[config.mk]
export PLATFORM = sky130hd
export DESIGN_NAME = tape_header_parser_unit_flat
export DESIGN_NICKNAME = d
export VERILOG_FILES = /design/src/rtl/core/thp_pkg.sv /design/src/rtl/core/thp_channels.sv /design/src/rtl/core/tape_header_parser_unit.sv /design/src/rtl/core/thp_parse.sv /design/src/rtl/core/thp_rsp_reg.sv /design/src/flat_wrapper.sv
export VERILOG_INCLUDE_DIRS = /design/src /design/src/rtl/core
export SDC_FILE = /design/constraint.sdc
export NUM_CORES = 1
export LEC_CHECK = 0
export ABC_AREA = 0
export BUFFER_PORTS_ARGS = -buffer_cell sky130_fd_sc_hd__buf_2
export CAP_MARGIN = 0
export CORE_UTILIZATION = 26
export CTS_BUF_LIST = sky130_fd_sc_hd__clkbuf_8
export DETAILED_ROUTE_END_ITERATION = 12
export GPL_ROUTABILITY_DRIVEN = 0
export MAX_ROUTING_LAYER = met4
export PLACE_DENSITY = 0.44
export SLEW_MARGIN = 20
export SYNTH_ARGS = -nofsm -noshare
export SYNTH_HDL_FRONTEND = slang
export SYNTH_HIERARCHICAL = 1
export SYNTH_SLANG_ARGS = --single-unit
[constraint.sdc]
create_clock -name clock -period 7.8 [get_ports clock]
set_clock_uncertainty 0.05 [all_clocks]
set_input_delay 0.78 -clock clock [delete_from_list [all_inputs] [get_ports clock]]
set_output_delay 0.78 -clock clock [all_outputs]
set_load 0.05 [all_outputs]
[src/rtl/core/tape_header_parser_unit_defines.svh]
// assertion macros shared by the tape header parser rtl
`ifndef TAPE_HEADER_PARSER_UNIT_DEFINES_SVH
`define TAPE_HEADER_PARSER_UNIT_DEFINES_SVH

// same-cycle implication, checked outside reset
`define THP_ASSERT_IMPLY(lbl, clk, rst, ante, cons, msg) \
   lbl: assert property (@(posedge clk) disable iff (rst) (ante) |-> (cons)) else $error(msg);

// next-cycle implication, checked outside reset
`define THP_ASSERT_NEXT(lbl, clk, rst, ante, cons, msg) \
   lbl: assert property (@(posedge clk) disable iff (rst) (ante) |=> (cons)) else $error(msg);

`endif

[src/rtl/core/thp_pkg.sv]
// shared types and constants of the tape header parser
package thp_pkg;

   localparam logic [7:0] SYNC_BYTE  = 8'h16;
   localparam logic [7:0] MARK_BYTE  = 8'h24;
   localparam logic [7:0] BASIC_BYTE = 8'h80;
   localparam logic [7:0] AUTO_BYTE  = 8'hC7;

   localparam logic [1:0] KIND_NAME = 2'd0;
   localparam logic [1:0] KIND_DONE = 2'd1;
   localparam logic [1:0] KIND_BAD  = 2'd2;

   typedef enum logic [10:0] {
      PH_SYNC     = 11'b000_0000_0001,
      PH_DROP1    = 11'b000_0000_0010,
      PH_DROP2    = 11'b000_0000_0100,
      PH_TYPE     = 11'b000_0000_1000,
      PH_AUTO     = 11'b000_0001_0000,
      PH_END_HI   = 11'b000_0010_0000,
      PH_END_LO   = 11'b000_0100_0000,
      PH_START_HI = 11'b000_1000_0000,
      PH_START_LO = 11'b001_0000_0000,
      PH_DROP3    = 11'b010_0000_0000,
      PH_NAME     = 11'b100_0000_0000
   } phase_type;

   typedef struct packed {
      logic [1:0]  kind;
      logic [7:0]  name_byte;
      logic        is_basic;
      logic        autostart;
      logic [15:0] start_address;
      logic [15:0] end_address;
   } rsp_data_type;

   typedef struct packed {
      logic         emit;
      rsp_data_type data;
   } parse_result_type;

endpackage

[src/rtl/core/thp_channels.sv]
// valid/ready channel interfaces for header bytes and parse results
interface thp_req_if;
   logic       valid;
   logic       ready;
   logic [7:0] data_byte;

   modport source (output valid, output data_byte, input ready);
   modport sink (input valid, input data_byte, output ready);
endinterface

interface thp_rsp_if;
   logic        valid;
   logic        ready;
   logic [1:0]  kind;
   logic [7:0]  name_byte;
   logic        is_basic;
   logic        autostart;
   logic [15:0] start_address;
   logic [15:0] end_address;

   modport source (output valid, output kind, output name_byte, output is_basic,
                   output autostart, output start_address, output end_address,
                   input ready);
   modport sink (input valid, input kind, input name_byte, input is_basic,
                 input autostart, input start_address, input end_address,
                 output ready);
endinterface

[src/rtl/core/tape_header_parser_unit.sv]
// tape header parser top level: input register, phase machine, result register
//
//   channel | dir | transfer when          | payload
//   req     | in  | req.valid & req.ready  | data_byte
//   rsp     | out | rsp.valid & rsp.ready  | kind, name_byte, is_basic, autostart,
//           |     |                        | start_address, end_address
//
// one byte per cycle while rsp does not stall; a byte waits in the input register and
// its result, if any, shows on rsp the cycle after it is parsed
// the phase machine steps once per byte, so byte order sets all latency
// synchronous active-high reset returns to sync hunting and clears flags and addresses
// a stalled rsp only holds bytes that would produce a result; others drain freely
module tape_header_parser_unit (
   input  logic        clock,
   input  logic        reset,
   thp_req_if.sink     req,
   thp_rsp_if.source   rsp
);
   import thp_pkg::*;
   `include "tape_header_parser_unit_defines.svh"

   // input register
   logic       in_valid_ff, in_valid_in;
   logic [7:0] in_byte_ff;

   logic             req_xfer;
   logic             advance;
   logic             out_free;
   parse_result_type res;
   rsp_data_type     rsp_data;

   // a byte leaves the input register when it makes no result or the result slot frees
   assign advance     = in_valid_ff && (!res.emit || out_free);
   assign req.ready   = !in_valid_ff || advance;
   assign req_xfer    = req.valid && req.ready;
   assign in_valid_in = req_xfer || (in_valid_ff && !advance);

   always_ff @(posedge clock) begin
      if (reset) begin
         in_valid_ff <= 1'b0;
      end else begin
         in_valid_ff <= in_valid_in;
      end
   end

   always_ff @(posedge clock) begin
      if (req_xfer) begin
         in_byte_ff <= req.data_byte;
      end
   end

   // phase machine, stepped once per parsed byte
   thp_parse u_parse (
      .clock     (clock),
      .reset     (reset),
      .step      (advance),
      .data_byte (in_byte_ff),
      .res       (res)
   );

   // result register
   thp_rsp_reg u_rsp_reg (
      .clock     (clock),
      .reset     (reset),
      .load      (advance && res.emit),
      .load_data (res.data),
      .rsp_ready (rsp.ready),
      .rsp_valid (rsp.valid),
      .rsp_data  (rsp_data),
      .free      (out_free)
   );

   assign rsp.kind          = rsp_data.kind;
   assign rsp.name_byte     = rsp_data.name_byte;
   assign rsp.is_basic      = rsp_data.is_basic;
   assign rsp.autostart     = rsp_data.autostart;
   assign rsp.start_address = rsp_data.start_address;
   assign rsp.end_address   = rsp_data.end_address;

   // a held byte stays put until it is parsed
   `THP_ASSERT_NEXT(a_hold_byte, clock, reset, in_valid_ff && !advance, in_valid_ff && $stable(in_byte_ff), "held input byte lost or changed")

   // name results never carry the terminating zero
   `THP_ASSERT_IMPLY(a_name_nonzero, clock, reset, rsp.valid && (rsp.kind == KIND_NAME), rsp.name_byte != 8'h00, "zero name byte sent")

   // only defined result kinds leave the block
   `THP_ASSERT_IMPLY(a_kind_legal, clock, reset, rsp.valid, (rsp.kind == KIND_NAME) || (rsp.kind == KIND_DONE) || (rsp.kind == KIND_BAD), "undefined result kind")

endmodule

[src/rtl/core/thp_parse.sv]
// header phase machine, flag and address capture, result decode
module thp_parse (
   input  logic                      clock,
   input  logic                      reset,
   input  logic                      step,
   input  logic [7:0]                data_byte,
   output thp_pkg::parse_result_type res
);
   import thp_pkg::*;

   phase_type   phase_ff, phase_in;
   logic        basic_ff, basic_in;
   logic        auto_ff, auto_in;
   logic [15:0] end_addr_ff, end_addr_in;
   logic [15:0] start_addr_ff, start_addr_in;

   always_comb begin
      phase_in      = phase_ff;
      basic_in      = basic_ff;
      auto_in       = auto_ff;
      end_addr_in   = end_addr_ff;
      start_addr_in = start_addr_ff;
      res           = '0;
      unique case (phase_ff)
         PH_DROP1:    phase_in = PH_DROP2;
         PH_DROP2:    phase_in = PH_TYPE;
         PH_TYPE: begin
            basic_in = (data_byte == BASIC_BYTE);
            phase_in = PH_AUTO;
         end
         PH_AUTO: begin
            auto_in  = (data_byte == AUTO_BYTE);
            phase_in = PH_END_HI;
         end
         PH_END_HI: begin
            end_addr_in[15:8] = data_byte;
            phase_in          = PH_END_LO;
         end
         PH_END_LO: begin
            end_addr_in[7:0] = data_byte;
            phase_in         = PH_START_HI;
         end
         PH_START_HI: begin
            start_addr_in[15:8] = data_byte;
            phase_in            = PH_START_LO;
         end
         PH_START_LO: begin
            start_addr_in[7:0] = data_byte;
            phase_in           = PH_DROP3;
         end
         PH_DROP3:    phase_in = PH_NAME;
         PH_NAME: begin
            res.emit = 1'b1;
            if (data_byte != 8'h00) begin
               res.data.kind      = KIND_NAME;
               res.data.name_byte = data_byte;
            end else begin
               res.data.kind          = KIND_DONE;
               res.data.is_basic      = basic_ff;
               res.data.autostart     = auto_ff;
               res.data.start_address = start_addr_ff;
               res.data.end_address   = end_addr_ff;
               phase_in               = PH_SYNC;
            end
         end
         default: begin
            // sync hunting
            phase_in = PH_SYNC;
            if (data_byte == MARK_BYTE) begin
               phase_in = PH_DROP1;
            end else if (data_byte != SYNC_BYTE) begin
               res.emit      = 1'b1;
               res.data.kind = KIND_BAD;
            end
         end
      endcase
   end

   always_ff @(posedge clock) begin
      if (reset) begin
         phase_ff      <= PH_SYNC;
         basic_ff      <= 1'b0;
         auto_ff       <= 1'b0;
         end_addr_ff   <= '0;
         start_addr_ff <= '0;
      end else if (step) begin
         phase_ff      <= phase_in;
         basic_ff      <= basic_in;
         auto_ff       <= auto_in;
         end_addr_ff   <= end_addr_in;
         start_addr_ff <= start_addr_in;
      end
   end

endmodule

[src/rtl/core/thp_rsp_reg.sv]
// result output register, refilled in the cycle it drains
module thp_rsp_reg (
   input  logic                  clock,
   input  logic                  reset,
   input  logic                  load,
   input  thp_pkg::rsp_data_type load_data,
   input  logic                  rsp_ready,
   output logic                  rsp_valid,
   output thp_pkg::rsp_data_type rsp_data,
   output logic                  free
);
   import thp_pkg::*;

   logic         valid_ff, valid_in;
   rsp_data_type data_ff;

   assign free     = !valid_ff || rsp_ready;
   assign valid_in = load || (valid_ff && !rsp_ready);

   always_ff @(posedge clock) begin
      if (reset) begin
         valid_ff <= 1'b0;
      end else begin
         valid_ff <= valid_in;
      end
   end

   always_ff @(posedge clock) begin
      if (load) begin
         data_ff <= load_data;
      end
   end

   assign rsp_valid = valid_ff;
   assign rsp_data  = data_ff;

endmodule
[src/flat_wrapper.sv]
// flat-port wrapper written by rule: the top's interface ports become plain ports
module tape_header_parser_unit_flat import thp_pkg::*;
  (clock, reset, req_valid, req_data_byte, req_ready, rsp_valid, rsp_kind, rsp_name_byte, rsp_is_basic, rsp_autostart, rsp_start_address, rsp_end_address, rsp_ready);
  thp_req_if req_i ();
  thp_rsp_if rsp_i ();
  input  logic clock;
  input  logic reset;
  input wire logic [$bits(req_i.valid)-1:0] req_valid;
  input wire logic [$bits(req_i.data_byte)-1:0] req_data_byte;
  output wire logic [$bits(req_i.ready)-1:0] req_ready;
  output wire logic [$bits(rsp_i.valid)-1:0] rsp_valid;
  output wire logic [$bits(rsp_i.kind)-1:0] rsp_kind;
  output wire logic [$bits(rsp_i.name_byte)-1:0] rsp_name_byte;
  output wire logic [$bits(rsp_i.is_basic)-1:0] rsp_is_basic;
  output wire logic [$bits(rsp_i.autostart)-1:0] rsp_autostart;
  output wire logic [$bits(rsp_i.start_address)-1:0] rsp_start_address;
  output wire logic [$bits(rsp_i.end_address)-1:0] rsp_end_address;
  input wire logic [$bits(rsp_i.ready)-1:0] rsp_ready;
  assign req_i.valid = req_valid;
  assign req_i.data_byte = req_data_byte;
  assign req_ready = req_i.ready;
  assign rsp_valid = rsp_i.valid;
  assign rsp_kind = rsp_i.kind;
  assign rsp_name_byte = rsp_i.name_byte;
  assign rsp_is_basic = rsp_i.is_basic;
  assign rsp_autostart = rsp_i.autostart;
  assign rsp_start_address = rsp_i.start_address;
  assign rsp_end_address = rsp_i.end_address;
  assign rsp_i.ready = rsp_ready;
  tape_header_parser_unit u_core (.clock(clock), .reset(reset), .req(req_i), .rsp(rsp_i));
endmodule
==> metrics.md <==
| Metric | Value |
|---|---|
| Number of buffers on the longest clock path | 2 |
| Critical path endpoint category | flip-flop |
| Critical Path Start Type | flip-flop |
| Max incr delay on CP | 0.72 ns |
| Maximum fanout along the worst path | 8 |
| Post-synthesis cell type count | 45 |
| Required time worst endpoint | 7.98 ns |
| Final Instance Count excl. Fillers | 576 |
| Min Clock Period, post-route | 4.15 ns |
| Most common cell after layout, fill and taps aside | buf_2 |
| Slowest cell on the critical path | nor4_4 |
| Net switching power of the design | 0.249 mW |
| Cell area after synthesis | 0.00402 mm² |
| Critical Setup Path Class | reg2reg |
| Number of warnings issued by yosys | 6 |
| Sum Neg Setup Slack | 0 ns |
| Sequential group share of total power | 59.1% |
| Placement-stage cell area | 0.00448 mm² |
| Worst-case headroom to the max-slew limit | 35.7% |
| Diode insertion count for antenna repair | 0 |
| Post-detailed-route via-to-cell ratio | 4.45 |
| Final Instance Area | 0.00468 mm² |
| Post-route antenna net violation count | 0 |
| Commonest non-fill, non-tap cells in the layout | 57 x buf_2, 52 x edfxtp_1, 47 x dfxtp_1 |
| Number of antenna violations at the first check in global routing | 0 |
| Clock latency of the later-clocked register in the worst-skew pair | 0.38 ns |
| DRC violation count after routing | 0 |
| Count of instances resized after the clock tree is built | 0 |
| Post-Synthesis Mean Instance Area | 12.1 µm² |
| CTS tree | done |
| Share of the cycle needed by the critical path after routing | 53.2% |
| Share of cells above drive strength 1 | 24.2% |
| CTS hold repair buffers | 0 |
| # H-tree levels | 3 |
| CTS sink count | 99 |
| Worst slack after detailed placement | 3.29 ns |
| PwrDens | 207 mW/mm² |
| Number of synthesized register bits | 99 |
| Register clock-pin slew on the reported worst setup and hold paths | 0.09 ns |
| Cells along the critical path | or3b_2, a2111oi_0, nor4_1, or2_2, a21boi_1, nand4_1, nor4_4, mux2i_1, nor2_1 |
| Count of vias placed by the detailed router | 2564 |
| Die W | 126 µm |
| Part of the total power dissipated in combinational logic | 7.8% |
| Switching portion of total power | 25.8% |
| Layout Nets | 395 |
| VDD IR max | 109 µV |
| Placed Cells incl. Taps | 560 |
| Setup fix buffers added after clock tree synthesis | 0 |
| Minimum setup slack in the final design | 3.65 ns |
| Number of design-rule violations left by the first detailed-router iteration | 134 |
| Num ports | 58 |
| Total congestion overflow after global routing | 0 |
| Pint | 0.718 mW |
| Root buffer cell | clkbuf_8 |
| Number of pins exceeding their max-slew limit in the final report | 0 |
| Final hold viol count | 0 |
| Relative area change from synthesis to final layout | 16.4% |
| TritonCTS buffer count | 9 |
| Vias in the first global route | 2415 |
| Transition time at the pin with the least slew margin | 0.964 ns |
| Result of the run | finished clean |
| Number of instances in the synthesized netlist | 331 |
| Half-perimeter wire length after placement | 5680 µm |
| Type of the most critical hold path | reg2reg |
| Number of nets in the synthesized netlist | 343 |
| Critical path buffers and inverters | 0 |
| Die area | 0.0160 mm² |
| Maximum number of pins on one net before global-route repair | 50 |
| Share of the yosys chip area belonging to registers | 62.3% |
| Worst path top cell family by delay | simple AND/OR/NAND/NOR gates |
| Part of the total power dissipated in the clock network | 33.1% |
| Wire length after detailed routing | 8490 µm |
| Maximum clock frequency | 0.241 GHz |
| Combined global-route utilization of all metal layers | 11.7% |
| Detailed-router iteration count before antenna repair | 4 |
| Setup repair after global routing missed its margin | false |
| Static power due to leakage | 1.76 nW |
| Floorplan row count | 45 |
| Global-route wire length before repair | 13500 µm |
| Power after layout | 0.967 mW |
| Chip Height | 126 µm |
| Count of endpoints failing setup in the final report | 0 |
| # Max-Cap Violations | 0 |
| Data arrival, critical path | 4.34 ns |
| Core area | 0.0151 mm² |
| Port Buffer Count | 57 |
| Routed WL per cell | 14.7 µm |
| Initial cell density of the core | 26.5% |
power by group through the flow:
stage / logic [mW] / registers, mW / clock network (mW)
3_3_place_gp: 0.0759 / 0.584 / 0
5_1_grt: 0.0796 / 0.573 / 0.356
6_report: 0.0754 / 0.572 / 0.320
3_5_place_dp: 0.0757 / 0.584 / 0
2_1_floorplan: 0.0191 / 0.619 / 0
4_1_cts: 0.0758 / 0.572 / 0.335
state kept, by name, indices dropped and copies added, names as in the netlist:
signal,flops
u_core/u_parse/basic_ff,1
u_core/in_valid_ff,1
u_core/u_rsp_reg/rsp_data,44
u_core/u_parse/end_addr_ff,16
u_core/u_rsp_reg/rsp_valid,1
u_core/u_parse/auto_ff,1
u_core/in_byte_ff,8
u_core/u_parse/phase_ff,11
u_core/u_parse/start_addr_ff,16
per-stage QoR:
step           util [%]  hold slack, ns
2_1_floorplan         -           0.398
3_3_place_gp       29.6           0.416
6_report           30.9           0.437
3_5_place_dp       29.6           0.422
5_1_grt            30.9           0.460
4_1_cts            30.9           0.446
cells by family after synthesis:
family	share of synthesized area (%)
muxes	8.72
and+or+nand+nor	22.1
DFF	62.3
xor gates and xnor gates	0.872
buffers and inverters	2.40
AOI/OAI and AO/OA	3.61
routing by layer:
metal / part of all wire [%] / wire (µm) / track usage [%] / vias up
met5: 0 / 0 / - / -
met4: 1.5 / 126 / 4.04 / 0
met3: 5.3 / 454 / 3.88 / 10
met2: 43 / 3660 / 16.3 / 70
met1: 50 / 4240 / 15.6 / 1221
li1: - / - / - / 1263
worst paths after layout:
| kind | slack [ns] | from | end | cells past startpoint |
|---|---|---|---|---|
| worst min register to register | 0.44 | u_core/u_parse/auto_ff | u_core/u_parse/auto_ff | 2 |
| worst max register to register | 3.65 | u_core/in_byte_ff[5] | u_core/u_parse/end_addr_ff[11] | 9 |
| worst min-delay path | 0.44 | u_core/u_parse/auto_ff | u_core/u_parse/auto_ff | 2 |
| worst max-delay path | 3.65 | u_core/in_byte_ff[5] | u_core/u_parse/end_addr_ff[11] | 9 |
final cells by class:
cell class              instances  area [µm²]
fillers                      1513       10500
flip-flops and latches         99        2500
multi-input cells             209        1430
repair buffers                 59         300
well taps                     188         235
clock buffers                  12         165
clock inverters                 4        25.0
inverters                       5        18.8
worst min-delay path, delay by kind of cell (launching register included):
family           cells  cell delay [ns]
flip-flops           1             0.32
AND/OR/NAND/NOR      1             0.07
multiplexers         1             0.06
cell usage after synthesis, drive strengths merged:
master / instances / area share, %
a21boi: 1 / 0.19
nand4: 6 / 0.93
dfxtp: 47 / 23
nand2: 11 / 1.0
or3b: 1 / 0.22
inv: 5 / 0.47
or4b: 2 / 0.59
and3: 3 / 0.50
nor3: 5 / 0.62
xor2: 3 / 0.65
a21oi: 12 / 1.7
nand2b: 6 / 1.1
and2: 44 / 6.9
clkbuf: 12 / 1.1
or2: 3 / 0.47
buf: 6 / 0.81
a221oi: 1 / 0.22
or3: 2 / 0.31
nor4: 6 / 1.5
nand3b: 4 / 1.1
o2111ai: 1 / 0.37
xnor2: 1 / 0.22
edfxtp: 52 / 39
nor2: 43 / 4.0
nor4b: 4 / 1.2
or4: 3 / 0.65
mux2i: 35 / 8.7
nand3: 4 / 0.50
a2111oi: 1 / 0.22
nor2b: 3 / 0.47
o41ai: 1 / 0.40
o31ai: 1 / 0.19
o21ai: 2 / 0.34
(Power assumes the default switching activity.)
